[src/tcd_pkg.sv]
// Shared types and constants for the toy CPU instruction executor.
// Holds memory sizing, opcodes, datapath command and status structs.
// No dependencies.
package tcd_pkg;

  localparam int MEM_BYTES = 32768;
  localparam int MEM_AW    = $clog2(MEM_BYTES);

  // Configuration register index (byte address / 4).
  localparam logic [0:0] REG_PROGRAM_LENGTH = 1'b0;

  // Opcodes.
  localparam logic [7:0] OP_NOP = 8'd0;
  localparam logic [7:0] OP_MOV = 8'd1;
  localparam logic [7:0] OP_ADD = 8'd2;
  localparam logic [7:0] OP_SUB = 8'd3;
  localparam logic [7:0] OP_MUL = 8'd4;
  localparam logic [7:0] OP_DIV = 8'd5;
  localparam logic [7:0] OP_AND = 8'd6;
  localparam logic [7:0] OP_OR  = 8'd7;
  localparam logic [7:0] OP_NOT = 8'd8;
  localparam logic [7:0] OP_CMP = 8'd9;
  localparam logic [7:0] OP_JMP = 8'd10;
  localparam logic [7:0] OP_IN  = 8'd11;
  localparam logic [7:0] OP_OUT = 8'd12;

  // Jump conditions.
  localparam logic [3:0] JC_ALWAYS = 4'd0;
  localparam logic [3:0] JC_EQ     = 4'd1;
  localparam logic [3:0] JC_GT     = 4'd2;
  localparam logic [3:0] JC_LT     = 4'd3;

  // Compare flag codes.
  localparam logic [1:0] FLAG_EQ = 2'b00;
  localparam logic [1:0] FLAG_GT = 2'b01;
  localparam logic [1:0] FLAG_LT = 2'b11;

  // Highest directly used register; above it a register holds an address.
  localparam logic [3:0] REG_DIRECT_MAX = 4'd4;
  localparam logic [3:0] REG_MAX        = 4'd8;

  // Memory address base select.
  localparam logic [2:0] MA_PC   = 3'd0;
  localparam logic [2:0] MA_REG  = 3'd1;
  localparam logic [2:0] MA_IMM  = 3'd2;
  localparam logic [2:0] MA_LOAD = 3'd3;
  localparam logic [2:0] MA_CLR  = 3'd4;

  // Memory write data select.
  localparam logic [1:0] WD_ZERO = 2'd0;
  localparam logic [1:0] WD_LOAD = 2'd1;
  localparam logic [1:0] WD_HI   = 2'd2;
  localparam logic [1:0] WD_LO   = 2'd3;

  // Capture targets for memory or register file read data.
  localparam logic [3:0] CAP_NONE = 4'd0;
  localparam logic [3:0] CAP_OP   = 4'd1;
  localparam logic [3:0] CAP_RB   = 4'd2;
  localparam logic [3:0] CAP_IHI  = 4'd3;
  localparam logic [3:0] CAP_ILO  = 4'd4;
  localparam logic [3:0] CAP_AREG = 4'd5;
  localparam logic [3:0] CAP_AHI  = 4'd6;
  localparam logic [3:0] CAP_ALO  = 4'd7;
  localparam logic [3:0] CAP_BREG = 4'd8;
  localparam logic [3:0] CAP_BHI  = 4'd9;
  localparam logic [3:0] CAP_BLO  = 4'd10;

  typedef struct packed {
    logic [2:0] maddr_sel;
    logic [1:0] moff;
    logic       mwe;
    logic [1:0] wsel;
    logic [3:0] ridx;
    logic       rf_we;
    logic       rf_imm;
    logic [3:0] cap;
    logic       b_imm;
    logic       exec;
    logic       div_start;
    logic       div_cap;
    logic       ir_upd;
    logic       ip_upd;
    logic       in_take;
    logic       step_clr;
    logic       out_load;
    logic       clr_inc;
  } dp_cmd_t;

  typedef struct packed {
    logic [7:0] op;
    logic [3:0] m;
    logic [3:0] n;
    logic       finished;
    logic       clr_done;
    logic       div_done;
    logic       out_free;
  } dp_stat_t;

endpackage

[src/tcd_ctrl.sv]
// Controller state machine of the toy CPU: fetch, operand reads, execute,
// write-back and result beats. Drives the datapath by dp_cmd_t. Uses tcd_pkg.
module tcd_ctrl import tcd_pkg::*; (
  input  logic     clk,
  input  logic     rst_n,
  input  logic     in_fire,
  input  logic     in_mode,
  input  dp_stat_t stat,
  output logic     in_ready,
  output dp_cmd_t  cmd
);

  localparam logic [4:0] S_CLR  = 5'd0;
  localparam logic [4:0] S_IDLE = 5'd1;
  localparam logic [4:0] S_LOAD = 5'd2;
  localparam logic [4:0] S_F0   = 5'd3;
  localparam logic [4:0] S_F1   = 5'd4;
  localparam logic [4:0] S_F2   = 5'd5;
  localparam logic [4:0] S_F3   = 5'd6;
  localparam logic [4:0] S_F4   = 5'd7;
  localparam logic [4:0] S_DEC  = 5'd8;
  localparam logic [4:0] S_MVI  = 5'd9;
  localparam logic [4:0] S_O0   = 5'd10;
  localparam logic [4:0] S_O1   = 5'd11;
  localparam logic [4:0] S_O2   = 5'd12;
  localparam logic [4:0] S_EX   = 5'd13;
  localparam logic [4:0] S_DV   = 5'd14;
  localparam logic [4:0] S_W0   = 5'd15;
  localparam logic [4:0] S_W1   = 5'd16;
  localparam logic [4:0] S_IPUP = 5'd17;
  localparam logic [4:0] S_RES  = 5'd18;

  logic [4:0] state_r, state_nxt;
  logic       rd_b_r, rd_b_nxt;
  logic       wimm_r, wimm_nxt;
  logic [2:0] k_r, k_nxt;

  logic       bad, active, is_mov, is_alu, is_cmp, is_in, is_div, movi, swap;
  logic       need_a, need_b, need_wb;
  logic [3:0] a_idx, dst_idx, opnd_idx, k_idx;
  logic [4:0] after_opnd;

  // Instruction decode from the fetched opcode and register byte.
  always_comb begin
    is_mov  = (stat.op == OP_MOV);
    is_alu  = stat.op inside {[OP_ADD:OP_NOT]};
    is_cmp  = (stat.op == OP_CMP);
    is_in   = (stat.op == OP_IN);
    bad     = (stat.op inside {[OP_MOV:OP_OUT]}) && (stat.op != OP_JMP) &&
              ((stat.m > REG_MAX) || (stat.n > REG_MAX));
    active  = !bad && (stat.op inside {[OP_MOV:OP_CMP], OP_IN, OP_OUT});
    movi    = is_mov && (stat.n == 4'd0);
    swap    = (stat.op inside {[OP_AND:OP_NOT]}) && (stat.m == 4'd0) &&
              (stat.n != 4'd0);
    is_div  = active && (stat.op == OP_DIV);
    a_idx   = (is_mov || swap) ? stat.n : stat.m;
    dst_idx = swap ? stat.n : stat.m;
    need_a  = active && !movi && !is_in;
    need_b  = active && (is_alu || is_cmp) && !swap && (stat.n != 4'd0);
    need_wb = active && ((is_mov && !movi) || is_alu || is_in);
  end

  assign opnd_idx   = rd_b_r ? stat.n : a_idx;
  assign k_idx      = {1'b0, k_r} + 4'd1;
  assign after_opnd = (!rd_b_r && need_b) ? S_O0 : S_EX;

  always_comb begin
    state_nxt = state_r;
    rd_b_nxt  = rd_b_r;
    wimm_nxt  = wimm_r;
    k_nxt     = k_r;
    in_ready  = 1'b0;
    cmd       = '0;
    cmd.b_imm = !need_b;
    case (state_r)
      S_CLR: begin
        cmd.maddr_sel = MA_CLR;
        cmd.wsel      = WD_ZERO;
        cmd.mwe       = !stat.clr_done;
        cmd.clr_inc   = !stat.clr_done;
        if (stat.clr_done) begin
          state_nxt = S_IDLE;
        end
      end
      S_IDLE: begin
        in_ready = 1'b1;
        if (in_fire) begin
          cmd.in_take = 1'b1;
          if (in_mode) begin
            cmd.step_clr = 1'b1;
            state_nxt    = stat.finished ? S_RES : S_F0;
          end else begin
            state_nxt = S_LOAD;
          end
        end
      end
      S_LOAD: begin
        cmd.maddr_sel = MA_LOAD;
        cmd.wsel      = WD_LOAD;
        cmd.mwe       = 1'b1;
        state_nxt     = S_IDLE;
      end
      S_F0: begin
        cmd.maddr_sel = MA_PC;
        state_nxt     = S_F1;
      end
      S_F1: begin
        cmd.maddr_sel = MA_PC;
        cmd.moff      = 2'd1;
        cmd.cap       = CAP_OP;
        state_nxt     = S_F2;
      end
      S_F2: begin
        cmd.maddr_sel = MA_PC;
        cmd.moff      = 2'd2;
        cmd.cap       = CAP_RB;
        state_nxt     = S_F3;
      end
      S_F3: begin
        cmd.maddr_sel = MA_PC;
        cmd.moff      = 2'd3;
        cmd.cap       = CAP_IHI;
        state_nxt     = S_F4;
      end
      S_F4: begin
        cmd.cap   = CAP_ILO;
        state_nxt = S_DEC;
      end
      S_DEC: begin
        cmd.ir_upd = 1'b1;
        rd_b_nxt   = 1'b0;
        wimm_nxt   = 1'b0;
        if (!active) begin
          state_nxt = S_IPUP;
        end else if (movi) begin
          state_nxt = S_MVI;
        end else if (need_a) begin
          state_nxt = S_O0;
        end else begin
          state_nxt = S_EX;
        end
      end
      S_MVI: begin
        // Move of the immediate also stores it at that address for m above 4.
        cmd.ridx   = stat.m;
        cmd.rf_we  = 1'b1;
        cmd.rf_imm = 1'b1;
        if (stat.m > REG_DIRECT_MAX) begin
          wimm_nxt  = 1'b1;
          state_nxt = S_W0;
        end else begin
          state_nxt = S_IPUP;
        end
      end
      S_O0: begin
        cmd.ridx      = opnd_idx;
        cmd.maddr_sel = MA_REG;
        if (opnd_idx <= REG_DIRECT_MAX) begin
          cmd.cap   = rd_b_r ? CAP_BREG : CAP_AREG;
          rd_b_nxt  = 1'b1;
          state_nxt = after_opnd;
        end else begin
          state_nxt = S_O1;
        end
      end
      S_O1: begin
        cmd.ridx      = opnd_idx;
        cmd.maddr_sel = MA_REG;
        cmd.moff      = 2'd1;
        cmd.cap       = rd_b_r ? CAP_BHI : CAP_AHI;
        state_nxt     = S_O2;
      end
      S_O2: begin
        cmd.cap   = rd_b_r ? CAP_BLO : CAP_ALO;
        rd_b_nxt  = 1'b1;
        state_nxt = after_opnd;
      end
      S_EX: begin
        if (is_div) begin
          cmd.div_start = 1'b1;
          state_nxt     = S_DV;
        end else begin
          cmd.exec  = 1'b1;
          state_nxt = need_wb ? S_W0 : S_IPUP;
        end
      end
      S_DV: begin
        if (stat.div_done) begin
          cmd.div_cap = 1'b1;
          state_nxt   = S_W0;
        end
      end
      S_W0: begin
        cmd.ridx = dst_idx;
        if (wimm_r) begin
          cmd.maddr_sel = MA_IMM;
          cmd.mwe       = 1'b1;
          cmd.wsel      = WD_HI;
          state_nxt     = S_W1;
        end else if (dst_idx <= REG_DIRECT_MAX) begin
          cmd.rf_we = 1'b1;
          state_nxt = S_IPUP;
        end else begin
          cmd.maddr_sel = MA_REG;
          cmd.mwe       = 1'b1;
          cmd.wsel      = WD_HI;
          state_nxt     = S_W1;
        end
      end
      S_W1: begin
        cmd.ridx      = dst_idx;
        cmd.maddr_sel = wimm_r ? MA_IMM : MA_REG;
        cmd.moff      = 2'd1;
        cmd.mwe       = 1'b1;
        cmd.wsel      = WD_LO;
        state_nxt     = S_IPUP;
      end
      S_IPUP: begin
        cmd.ip_upd = 1'b1;
        state_nxt  = S_RES;
      end
      S_RES: begin
        cmd.ridx = k_idx;
        if (stat.out_free) begin
          cmd.out_load = 1'b1;
          k_nxt        = k_r + 3'd1;
          if (k_r == 3'd7) begin
            state_nxt = S_IDLE;
          end
        end
      end
      default: begin
        state_nxt = S_IDLE;
      end
    endcase
  end

  always_ff @(posedge clk) begin
    if (!rst_n) begin
      state_r <= S_CLR;
      rd_b_r  <= 1'b0;
      wimm_r  <= 1'b0;
      k_r     <= '0;
    end else begin
      state_r <= state_nxt;
      rd_b_r  <= rd_b_nxt;
      wimm_r  <= wimm_nxt;
      k_r     <= k_nxt;
    end
  end

endmodule

[config.mk]
export PLATFORM = sky130hd
export DESIGN_NAME = tcd_ctrl
export DESIGN_NICKNAME = d
export VERILOG_FILES = /design/src/tcd_pkg.sv /design/src/tcd_ctrl.sv
export SDC_FILE = /design/constraint.sdc
export NUM_CORES = 1
export LEC_CHECK = 0
export ABC_CLOCK_PERIOD_IN_PS = 3100
export BUFFER_PORTS_ARGS = -buffer_cell sky130_fd_sc_hd__clkbuf_2
export CAP_MARGIN = 20
export CORE_MARGIN = 1
export CORE_UTILIZATION = 44
export CTS_CLUSTER_SIZE = 40
export DETAILED_ROUTE_END_ITERATION = 12
export GPL_TIMING_DRIVEN = 0
export PLACE_DENSITY = 0.74
export SLEW_MARGIN = 20
export SYNTH_ARGS = -nofsm -noshare
export SYNTH_HDL_FRONTEND = slang
export SYNTH_SLANG_ARGS = --single-unit
[constraint.sdc]
create_clock -name clk -period 3.1 [get_ports clk]
set_input_delay 0.155 -clock clk [delete_from_list [all_inputs] [get_ports clk]]
set_output_delay 0.155 -clock clk [all_outputs]
set_load 0.005 [all_outputs]
==> flow_summary.json <==
{
  "clock-root-buffer": "clkbuf_4",
  "slew_violations": 0,
  "ir_worst_vdd_v": 0.0000839,
  "net-switching-power_mw": 0.136,
  "cp.required_ns": 2.94,
  "first_iter_violations": 245,
  "cp-end-kind": "primary output",
  "p_leak_nw": 0.866,
  "relSlewSlack_pct": 45.8,
  "firstDrtPassIters": 5,
  "viasPerCell": 5.94,
  "synth_cell_types": 59,
  "crit_path_start_kind": "input port",
  "p_int_mw": 0.230,
  "synthCells": 236,
  "clk_latency_ns": 0.27,
  "period_share_pct": 80.0,
  "die_x_um": 61.0,
  "max_freq_mhz": 403,
  "die-height_um": 61.0,
  "synth_edf_count": 0,
  "synth_warnings": 0,
  "fin_skew_ns": 0.00275,
  "vias": 1991,
  "synth_ff_type": "dfxtp_1",
  "ctsHoldBuffers": 0,
  "fin_tns_setup_ns": 0,
  "core.rowCount": 21,
  "synth_top_area_share_pct": 13.1,
  "cts_resized": 0,
  "synth_nets": 262,
  "synth_area_um2": 1530,
  "die_area_um2": 3710,
  "detail_route.wl_per_cell_um": 14.5,
  "stdcell_count": 335,
  "worstRegToRegCells": 6,
  "drc": 0,
  "start_util_pct": 45.8,
  "power.sequential.fraction_pct": 36.4,
  "htreeDepth": 1,
  "globalplace.congestion": 0.945,
  "cts.path.max_buffers": 2,
  "p_per_area_nw_per_um2": 197,
  "cts-buffers-inserted": 3,
  "dp.cells": 332,
  "critPathKind": "input port to primary output",
  "finalCriticalPeriod_ns": 2.48,
  "clk_pin_slew_ns": 0.07,
  "min-delay-path-class": "input port to flip-flop",
  "postRouteAntennaNets": 0,
  "pwr-share-clk_pct": 25.9,
  "syn_avg_cell_area_um2": 6.48,
  "cts_tree": "built",
  "ys_seq_elements": 10,
  "io_buffers": 50,
  "antenna_found_initial": 0,
  "core_area_um2": 3340,
  "grt_first_pass_wirelength_um": 7290,
  "outcome": "finished clean",
  "track_usage_pct": 26.6,
  "maxCapViolCount": 0,
  "gr-total-overflow": 0,
  "grt_pass1_vias": 1551,
  "seq_area_frac_synth_pct": 13.1,
  "grt_max_degree": 11,
  "cts_sinks": 10,
  "synth_top_area_cell": "dfxtp_1",
  "layout-drive-gt1-share_pct": 24.2,
  "pwr-share-comb_pct": 37.7,
  "worstPathArrival_ns": 2.33,
  "p_sw_share_pct": 37.2,
  "drt_wl_total_um": 4870,
  "cp_max_fo": 5,
  "tightest_slew_ns": 0.805,
  "diodes": 0,
  "dp_hpwl_um": 3840,
  "ys_top_cells_by_area": "dfxtp_1 (13%), nand2_1 (7.6%), nor2_1 (6.6%), nor3_1 (5.2%), a21oi_1 (4.6%)",
  "setup-violations-final": 0,
  "ioPinCount": 53,
  "hold_viol": 0,
  "rsz0062_at_grt": "false",
  "area_growth_pct": 21.6,
  "async_reset_ff_share_pct": 0,
  "worstHoldPathCells": 2,
  "nets": 317,
  "cts_setup_buffers": 0
}
## Yosys cell counts (2+ instances only)
| cell type | instances |
|---|---|
| a21o_1 | 3 |
| a21oi_1 | 14 |
| a31oi_1 | 4 |
| a32oi_1 | 2 |
| and2_1 | 3 |
| and3_1 | 2 |
| buf_1 | 2 |
| buf_2 | 4 |
| buf_4 | 2 |
| clkbuf_1 | 6 |
| dfxtp_1 | 10 |
| ha_1 | 2 |
| inv_1 | 14 |
| nand2_1 | 31 |
| nand2b_1 | 4 |
| nand3_1 | 5 |
| nand3b_1 | 2 |
| nand4_1 | 2 |
| nand4b_1 | 2 |
| nor2_1 | 27 |
| nor2b_1 | 3 |
| nor3_1 | 16 |
| nor4_1 | 8 |
| o211ai_1 | 3 |
| o21a_1 | 4 |
| o21ai_0 | 8 |
| o22ai_1 | 6 |
| o311a_1 | 2 |
| o31a_1 | 2 |
| o31ai_1 | 3 |
| or2_2 | 3 |
| or3_1 | 5 |
| or4_1 | 2 |
| xnor2_1 | 2 |
| xor2_1 | 4 |
## flip-flops by register name (all words and copies together), names as in the netlist
register	cells
state_r	5
k_r	3
rd_b_r	1
wimm_r	1
## path summary, 6_finish.rpt
| check | from | endpoint | slack (ns) |
|---|---|---|---|
| hold reg to reg | k_r[2] | k_r[2] | 0.49 |
| hold / removal | rst_n | state_r[3] | 0.16 |
| setup reg to reg | state_r[3] | state_r[4] | 0.97 |
| setup / recovery | stat[4] | cmd[12] | 0.62 |
## power by group through the flow
stage / registers [mW] / clock network, mW / logic (mW)
3_3_place_gp: 0.136 / 0 / 0.135
4_1_cts: 0.134 / 0.0926 / 0.136
3_5_place_dp: 0.137 / 0 / 0.135
5_1_grt: 0.134 / 0.101 / 0.152
6_report: 0.134 / 0.0948 / 0.138
2_1_floorplan: 0.136 / 0 / 0.0810
## per-stage QoR
step / util, % / setup WS, ns / instance area, µm² / hold WS, ns / total power, mW
global placement: 55.0 / 0.657 / 1840 / 0.437 / 0.271
detailed placement: 55.0 / 0.671 / 1840 / 0.445 / 0.272
global route: 55.7 / 0.370 / 1860 / 0.160 / 0.387
floorplan: - / 1.17 / 1530 / 0.273 / 0.217
CTS: 55.7 / 0.667 / 1860 / 0.160 / 0.362
finish: 55.7 / 0.619 / 1860 / 0.156 / 0.367
## layout by cell type (no fill, tap or decap), types with 3 or more instances in the layout
cell type,Yosys,layout
o211ai_1,3,3
a21oi_1,14,14
nand2_1,31,31
a21o_1,3,3
inv_1,14,14
clkbuf_2,1,51
clkbuf_4,0,3
clkbuf_1,6,6
nor4_1,8,8
xor2_1,4,4
or3_1,5,5
nand3_1,5,5
nor2b_1,3,3
buf_2,4,4
nor2_1,27,27
o31ai_1,3,3
o21ai_0,8,8
dfxtp_1,10,10
o22ai_1,6,6
and2_1,3,3
o21a_1,4,4
nand2b_1,4,4
nor3_1,16,16
or2_2,3,3
a31oi_1,4,4
## final cells by class
| class | instances | area (µm²) |
|---|---|---|
| Multi-Input combinational cell | 197 | 1210 |
| Clock buffer | 3 | 22.5 |
| Inverter | 14 | 52.6 |
| Buffer | 15 | 70.1 |
| Tap cell | 46 | 57.6 |
| Fill cell | 371 | 1480 |
| Timing Repair Buffer | 50 | 250 |
| Sequential cell | 10 | 200 |
## routing by layer
layer | part of all wire, % | global-route usage, % | vias up
met4 | 3.6 | 13.6 | 0
met1 | 45 | 37.6 | 869
li1 | - | - | 986
met3 | 8.4 | 2.35 | 23
met2 | 43 | 40.0 | 113
met5 | 0 | 0 | -
## worst max-delay path, stage by stage
cell and delay [ns]:
clkbuf_2 0.12, nor4_1 0.72, o31a_1 0.35, mux2_4 0.35
a32oi_1 0.35, o21ai_0 0.14, clkbuf_2 0.13
## cells by family after synthesis
group	Yosys count	synth area share (%)
buffers and inverters	29	8.02
and+or+nand+nor	122	42.5
DFF	10	13.1
xor gates and xnor gates	6	3.44
AOI/OAI and AO/OA	65	29.7
adders and majority gates	2	1.64
muxes	2	1.64
Power figures use the tool's default switching activity.
